<file path="config.mk">
export PLATFORM = sky130hd
export DESIGN_NAME = extended_gcd_bezout_top
export DESIGN_NICKNAME = d
export VERILOG_FILES = /design/src/sv/egcd_pkg.sv /design/src/sv/egcd_ram.sv /design/src/sv/extended_gcd_bezout_top.sv
export SDC_FILE = /design/constraint.sdc
export NUM_CORES = 2
export LEC_CHECK = 0
export BUFFER_PORTS_ARGS = -buffer_cell sky130_fd_sc_hd__buf_2
export CAP_MARGIN = 40
export CORE_MARGIN = 5
export CORE_UTILIZATION = 41
export CTS_CLUSTER_DIAMETER = 200
export DETAILED_ROUTE_END_ITERATION = 16
export PLACE_DENSITY = 0.63
export SYNTH_ARGS = -nofsm -noshare
export SYNTH_HDL_FRONTEND = slang
export SYNTH_HIERARCHICAL = 1
export SYNTH_SLANG_ARGS = --single-unit
</file>
<file path="constraint.sdc">
create_clock -name clk -period 15.88 [get_ports clk]
set_clock_uncertainty 0.2 [all_clocks]
set_input_delay 1.588 -clock clk [delete_from_list [all_inputs] [get_ports clk]]
set_output_delay 1.588 -clock clk [all_outputs]
set_load 0.01 [all_outputs]
</file>
<file path="src/sv/egcd_pkg.sv">
`timescale 1ns / 1ps
// ----------------------------------------------------------------------------
// egcd_pkg
// Shared sizes and word types for the extended GCD block.
// ----------------------------------------------------------------------------
package egcd_pkg;
	localparam int DATA_WIDTH = 32;
	localparam int MAX_STEPS  = 48;
	localparam int STEP_W     = $clog2(MAX_STEPS + 1);
	localparam int ADDR_W     = $clog2(MAX_STEPS);
	localparam int BIT_W      = $clog2(DATA_WIDTH);

	typedef struct packed {
		logic signed [DATA_WIDTH-1:0] operand_a;
		logic signed [DATA_WIDTH-1:0] operand_b;
	} egcd_in_t;

	typedef struct packed {
		logic signed [DATA_WIDTH-1:0] gcd_value;
		logic signed [DATA_WIDTH-1:0] coef_x;
		logic signed [DATA_WIDTH-1:0] coef_y;
		logic                         undefined;
	} egcd_out_t;
endpackage

</file>
<file path="src/sv/egcd_ram.sv">
`timescale 1ns / 1ps
// ----------------------------------------------------------------------------
// egcd_ram
// Generic single-write, single-read RAM with registered read data.
// ----------------------------------------------------------------------------
module egcd_ram #(
	parameter int WIDTH = 32,
	parameter int DEPTH = 48
) (
	input  logic                     clk,
	input  logic                     wr_en,
	input  logic [$clog2(DEPTH)-1:0] wr_addr,
	input  logic [WIDTH-1:0]         wr_data,
	input  logic [$clog2(DEPTH)-1:0] rd_addr,
	output logic [WIDTH-1:0]         rd_data
);
	logic [WIDTH-1:0] mem [DEPTH];

	always_ff @(posedge clk) begin
		if (wr_en) begin
			mem[wr_addr] <= wr_data;
		end
		rd_data <= mem[rd_addr];
	end
endmodule

</file>
<file path="src/sv/extended_gcd_bezout_top.sv">
`timescale 1ns / 1ps
// Each Euclid step runs a check, then a bit-serial restoring divider, a fixup and a
// quotient store; then a final check and, for each step of back-substitution, a RAM
// read, a multiply and an update. With b zero the result comes from the first check;
// with both operands zero, done is raised straight from idle.
// One word in flight; busy is high while it runs. done is a one-cycle strobe, no stall.
// Reset clears the sequencer and done; quotient RAM contents are don't-care.
// ----------------------------------------------------------------------------
// extended_gcd_bezout_top
// Extended Euclid (Euclidean division) with Bezout coefficients.
// ----------------------------------------------------------------------------
module extended_gcd_bezout_top
	import egcd_pkg::*;
(
	input  logic      clk,
	input  logic      arst_n,
	input  logic      start,
	output logic      busy,
	input  egcd_in_t  operands,
	output logic      done,
	output egcd_out_t result
);
	localparam int W = DATA_WIDTH;

	typedef enum logic [2:0] {
		ST_IDLE, ST_CHECK, ST_DIV, ST_FIX, ST_STORE, ST_BRD, ST_BMUL, ST_BUPD
	} state_t;

	state_t            state_q;
	logic [W-1:0]      a_q, b_q, x_q, y_q, prod_q;
	logic [W-1:0]      mb_q, dvd_q, quo_q;
	logic [W:0]        rem_q;
	logic              an_q, bn_q;
	logic [BIT_W-1:0]  bit_q;
	logic [STEP_W-1:0] n_q;
	logic              done_q;
	egcd_out_t         result_q;

	logic [W:0]        trial;
	logic              fit;
	logic [W-1:0]      q_signed;
	logic [W-1:0]      ram_rdata;
	logic [STEP_W-1:0] n_dec;

	assign trial    = {rem_q[W-1:0], dvd_q[W-1]};
	assign fit      = trial >= {1'b0, mb_q};
	assign q_signed = (an_q ^ bn_q) ? (~quo_q + 1'b1) : quo_q;
	assign n_dec    = n_q - 1'b1;

	egcd_ram #(.WIDTH(W), .DEPTH(MAX_STEPS)) u_quot (
		.clk     (clk),
		.wr_en   (state_q == ST_STORE),
		.wr_addr (n_q[ADDR_W-1:0]),
		.wr_data (q_signed),
		.rd_addr (n_dec[ADDR_W-1:0]),
		.rd_data (ram_rdata)
	);

	always_ff @(posedge clk or negedge arst_n) begin
		if (!arst_n) begin
			state_q <= ST_IDLE;
			done_q  <= 1'b0;
		end else begin
			done_q <= 1'b0;
			case (state_q)
				ST_IDLE: begin
					if (start) begin
						a_q <= operands.operand_a;
						b_q <= operands.operand_b;
						x_q <= W'(1);
						y_q <= '0;
						n_q <= '0;
						if (operands.operand_a == '0 && operands.operand_b == '0) begin
							result_q <= '{gcd_value: '0, coef_x: '0, coef_y: '0,
								undefined: 1'b1};
							done_q   <= 1'b1;
						end else begin
							state_q <= ST_CHECK;
						end
					end
				end
				ST_CHECK: begin
					if (b_q == '0 || n_q == STEP_W'(MAX_STEPS)) begin
						if (n_q == '0) begin
							result_q <= '{gcd_value: a_q, coef_x: x_q, coef_y: y_q,
								undefined: 1'b0};
							done_q   <= 1'b1;
							state_q  <= ST_IDLE;
						end else begin
							state_q <= ST_BRD;
						end
					end else begin
						an_q    <= a_q[W-1];
						bn_q    <= b_q[W-1];
						dvd_q   <= a_q[W-1] ? (~a_q + 1'b1) : a_q;
						mb_q    <= b_q[W-1] ? (~b_q + 1'b1) : b_q;
						rem_q   <= '0;
						quo_q   <= '0;
						bit_q   <= BIT_W'(W - 1);
						state_q <= ST_DIV;
					end
				end
				ST_DIV: begin
					// one quotient bit per cycle
					rem_q   <= fit ? (trial - {1'b0, mb_q}) : trial;
					quo_q   <= {quo_q[W-2:0], fit};
					dvd_q   <= {dvd_q[W-2:0], 1'b0};
					bit_q   <= bit_q - 1'b1;
					if (bit_q == '0) state_q <= ST_FIX;
				end
				ST_FIX: begin
					// negative dividend: round quotient away, keep remainder >= 0
					if (an_q && rem_q != '0) begin
						quo_q <= quo_q + 1'b1;
						rem_q <= {1'b0, mb_q} - rem_q;
					end
					state_q <= ST_STORE;
				end
				ST_STORE: begin
					a_q     <= b_q;
					b_q     <= rem_q[W-1:0];
					n_q     <= n_q + 1'b1;
					state_q <= ST_CHECK;
				end
				ST_BRD: begin
					state_q <= ST_BMUL;
				end
				ST_BMUL: begin
					prod_q  <= W'(ram_rdata * y_q);
					state_q <= ST_BUPD;
				end
				ST_BUPD: begin
					x_q <= y_q;
					y_q <= x_q - prod_q;
					n_q <= n_dec;
					if (n_q == STEP_W'(1)) begin
						result_q <= '{gcd_value: a_q, coef_x: y_q, coef_y: x_q - prod_q,
							undefined: 1'b0};
						done_q   <= 1'b1;
						state_q  <= ST_IDLE;
					end else begin
						state_q <= ST_BRD;
					end
				end
				default: state_q <= ST_IDLE;
			endcase
		end
	end

	assign busy   = state_q != ST_IDLE;
	assign done   = done_q;
	assign result = result_q;
endmodule
</file>
# == Yosys cells after proc, flatten, opt, wreduce, memory -nomap -nowiden ==
# Memory sizes are Yosys's and may differ from the RTL's. A register that Yosys moved wholly into a read port is not among the register bits.
# Cells that the tools add are included.
# totals
memories,1
ramBits,1536
reg_bits,403
elab_cells,127
input_bits,67
output_inout_bits,99
# memory_table
memory,depth,word_bits,read_ports,rd_ports_with_merged_regs,wr,line_no,source
u_quot.mem,48,32,1,1,1,egcd_ram.sv:17,logic [WIDTH-1:0] mem [DEPTH];
# classes
n_bitwise,5
n_reduce_logical,26
muxes,45
order_cmp,1
n_addsub,10
n_eq_ne,18
n_mul,1
# op_table
operator,n
97-bit two-way mux,5
32-bit one-hot mux with 2 select lines,5
97-bit one-hot mux with 3 select lines,1
32-bit two-way mux,9
"32-bit by 1-bit adder with 32-bit output, second input constant",4
33-bit two-way mux,3
33-bit one-hot mux with 3 select lines,1
32-bit logical NOT,3
32-bit inverter,3
32-bit one-hot mux with 3 select lines,1
33-bit by 32-bit greater-or-equal comparator with 1-bit output,1
33-bit nonzero test,1
32-bit by 33-bit subtractor with 33-bit output,1
33-bit by 32-bit subtractor with 33-bit output,1
32-bit by 32-bit multiplier with 32-bit output,1
32-bit subtractor,1
31-bit two-way mux,1
3-bit one-hot mux with 8 select lines,1
3-bit two-way mux,6
"2-bit inequality test, second input constant",9
6-bit one-hot mux with 3 select lines,1
3-bit AND reduction,6
"3-bit == test, second input constant",4
3-bit nonzero test,4
23 further kinds,33

# == Logic depth before layout (Yosys ltp) ==
# logic_depth
word_depth,5
depth_mapped,28
ltp_nobuf,26

# == Hierarchy ==
# Netlist, hierarchy kept.
# by_module_without_submodules
mod,cells_each,area_per_inst_um2,instances
egcd_ram,2912,60161.4,1
extended_gcd_bezout_top,3973,38964.9,1

# == Worst setup path after synthesis ==
# OpenSTA, ideal clock, no wires.
# synth_path
kind,register to register
from,register b_q[7]
to,"register result_q, in the netlist result[0], enable pin"
arrival_time_ns,8.048
synth_period_minus_slack_ns,8.833
setup_ns,0.585
path_stages_with_launch,10
slack_ns,7.047
cell_sequence,edfxtp_1 > or4_4 > or3_1 > or4_1 > or2_1 > or3_1 > or3_4 > o31a_1 > nand3b_1 > a21oi_1
# synth_between
elab_chain_len,4
# synth_lines
item,line_no,source
start: declaration,extended_gcd_bezout_top.sv:30,"logic [W-1:0] a_q, b_q, x_q, y_q, prod_q;"
start signal: assignment,extended_gcd_bezout_top.sv:69,b_q <= operands.operand_b;
start signal: assignment,extended_gcd_bezout_top.sv:121,b_q <= rem_q[W-1:0];
32-bit logical NOT,extended_gcd_bezout_top.sv:83,if (b_q == '0 || n_q == STEP_W'(MAX_STEPS)) begin
1-bit logical OR,extended_gcd_bezout_top.sv:83,
2-bit inequality test (no source line),--,
7-bit AND reduction (no source line),--,
end signal: assignment,extended_gcd_bezout_top.sv:74,"result_q <= '{gcd_value: '0, coef_x: '0, coef_y: '0,"
end signal: assignment,extended_gcd_bezout_top.sv:85,"result_q <= '{gcd_value: a_q, coef_x: x_q, coef_y: y_q,"
end signal: assignment,extended_gcd_bezout_top.sv:137,"result_q <= '{gcd_value: a_q, coef_x: y_q, coef_y: x_q - prod_q,"
end: declaration,extended_gcd_bezout_top.sv:37,egcd_out_t result_q;
# No other way between the ends.
# A chain may end at the register's enable or synchronous reset.

# == Final worst setup path ==
# layout_path
from,register y_q[7]
to,"register prod_q[31], data pin"
# layout_between
elab_chain_len,1
# layout_lines
item,line_no,source
start: declaration,extended_gcd_bezout_top.sv:30,
start signal: assignment,extended_gcd_bezout_top.sv:134,y_q <= x_q - prod_q;
32-bit by 32-bit multiplier with 32-bit output,extended_gcd_bezout_top.sv:129,prod_q <= W'(ram_rdata * y_q);
end signal: assignment,extended_gcd_bezout_top.sv:129,
end: declaration,extended_gcd_bezout_top.sv:30,
# No other way between the ends.

==> flow_summary.yaml <==
outcome:
  status: "finished clean"
routing:
  drt_iter0_markers: 4922
  via_per_inst: 5.59
  dr.pass1.iters: 6
  postRouteAntennaNets: 0
  drc: 0
  routed_wl_um: 258000
  routed-via-count: 58300
  wl_per_cell_um: 24.8
sta:
  drv_slew: 0
  finalHoldViolCount: 0
  rsz0062_at_grt: "no"
  setup_viol: 0
  worstMarginPinSlew_ns: 1.03
  max_slew_margin: 0.314
  fin_crit_ns: 8.15
  finalSetupTns_ns: 0
  max_freq_mhz: 123
  fin_crit_sh: 0.513
logic_synthesis:
  synth_warnings: 6
  synthFlopType: "edfxtp_1"
  synth_edf_count: 1935
  postSynthCellCount: 6885
  syn_nets: 7590
  syn_area_mm2: 0.0991
  ys_async_sr_fraction: 0.00203
  postSynthAreaPerCell_um2: 14.4
  synth_seq_cells: 1971
  ys_seq_area_frac: 0.594
  ys_types: 76
clock_tree:
  cts_tree: "built"
  cts_root_buf: "clkbuf_16"
  cts_max_path_buffers: 3
  cts.repair.resized: 0
  ctsHoldBuffers: 0
  cts_num_sinks: 1971
  cts_setup_buffers: 0
  cts_buffers: 203
  htreeDepth: 4
  clk_pin_slew_ns: 0.07
  worstSkewPairLatency_ns: 0.89
layout:
  layout-drive-gt1-share: 0.131
  final_cells: 10400
  fill_cells: 20900
  nets: 7769
  final_common_cell: "edfxtp_1"
  areaGrowthSynthToFinish_pct: 12.5
  final_util: 0.464
  layout_common_cells: "1935 x edfxtp_1, 533 x nand2_1, 521 x mux2i_1"
job:
  cap_violations: 0
global_route:
  antenna_found_initial: 12
  grt_pass1_vias: 58700
  grt_overflow: 0
  grt_pass1_wl_um: 385000
  grt_usage: 0.203
  grt_max_degree: 118
setup_path:
  cp_max_fo: 27
  slowest_delay_ns: 1.02
  cp.arrival_ns: 8.48
  required_ns: 16.21
  crit_path_start_kind: "flip-flop"
  cp_top_family: "adder cells"
  crit_type: "reg -> reg"
  crit_path_end_kind: "flip-flop"
  crit_buf_inv: 4
  crit_path_frequent_cell: "fa_1"
  path_cells: "and2_1 -> fa_1 -> fa_1 -> fa_1 -> inv_1 -> fa_1 -> inv_1 -> fa_1 -> inv_1 -> fa_1 -> inv_1 -> fa_1 -> fa_1 -> ha_1 -> and3_1 -> a31oi_1 -> o21ai_0 -> nor3_1 -> o21ai_0 -> nand3_1 -> o31ai_1 -> and3_1 -> a311oi_1 -> xnor2_1"
  slowest_stage: "edfxtp_1"
floorplanning:
  coreArea_mm2: 0.241
  start_util: 0.412
  die_y_um: 502
  chipWidth_um: 502
  ios: 166
  dieArea_mm2: 0.252
  rows: 180
place:
  gp_congestion: 0.888
  hpwlAfterDp_um: 166000
  portBuffers: 165
  place_inst: 10000
worst_hold_path:
  min_path_type: "reg -> reg"
-- cell type report --
| class | count | area, um^2 | share of cell area |
|---|---|---|---|
| clock buffer | 243 | 5260 | 0.0472 |
| clock inverter | 131 | 1460 | 0.0131 |
| multi-input combinational | 4031 | 37400 | 0.336 |
| antenna | 2 | 5.00 | 0.0000449 |
| timing repair buffer | 339 | 2610 | 0.0234 |
| tap | 3185 | 3990 | 0.0357 |
| sequential | 1971 | 58800 | 0.528 |
| inverter | 518 | 1960 | 0.0175 |
-- registers in the layout, indices dropped and copies added (netlist names), 6 cells and up --
register and cells:
n_q 6, rem_q 33, x_q 32, prod_q 32, result 97, u_quot/mem 1536
y_q 32, quo_q 32, a_q 32, u_quot/rd_data 32, dvd_q 32, mb_q 32
b_q 32
-- stage by stage --
step | hold slack (ns) | setup WS, ns | area [um^2]
3_3_place_gp | 0.306 | 7.77 | 104000
4_1_cts | 0.321 | 7.72 | 111000
6_report | 0.328 | 7.73 | 112000
5_1_grt | 0.359 | 7.45 | 112000
2_1_floorplan | 0.277 | 7.05 | 99100
3_5_place_dp | 0.314 | 7.82 | 105000
-- cell families after synthesis --
| logic type | synth area share |
|---|---|
| buffers and inverters | 0.0374 |
| DFF | 0.594 |
| and+or+nand+nor | 0.0708 |
| xor gates and xnor gates | 0.0234 |
| muxes | 0.0890 |
| adders and majority gates | 0.112 |
| AOI/OAI and AO/OA | 0.0740 |
-- layer usage --
metal | global-route usage | vias up | wire (um)
li1 | - | 25600 | -
met1 | 0.284 | 30200 | 111000
met2 | 0.332 | 2032 | 123000
met3 | 0.0297 | 348 | 17000
met4 | 0.0539 | 2 | 6500
met5 | 0 | - | 20
-- cells in the mapped netlist (all sizes together) (165+ instances only) --
master | n | share of area
edfxtp | 1935 | 0.59
a21oi | 202 | 0.010
xnor2 | 172 | 0.015
and2 | 411 | 0.026
inv | 517 | 0.020
nor2 | 165 | 0.0062
ha | 227 | 0.029
o21ai | 188 | 0.0095
mux2i | 521 | 0.053
fa | 411 | 0.083
nand2 | 534 | 0.020
clkbuf | 255 | 0.0097
-- path summary, 6_finish.rpt --
| check | startpoint | end | slack [ns] | depth (start not counted) |
|---|---|---|---|---|
| min in group asynchronous | arst_n | state_q[0] | 0.37 | 1 |
| min | x_q[20] | result[53] | 0.33 | 1 |
| max in group asynchronous | arst_n | done | 14.92 | 1 |
| min reg2reg | x_q[20] | result[53] | 0.33 | 1 |
| max | y_q[7] | prod_q[31] | 7.73 | 24 |
| max reg2reg | y_q[7] | prod_q[31] | 7.73 | 24 |
-- worst reg2reg max path: cells and delay by family, from the launching register on --
family | cells | cell delay [ns]
buf+inv | 4 | 0.20
compound gates | 5 | 0.92
xor+xnor | 1 | 0.13
simple gates | 5 | 1.10
flops | 1 | 1.02
fa+ha+maj | 9 | 4.23
Power is not shown: default switching activity piles up to over one toggle a cycle in this logic, so the estimate is an artifact.
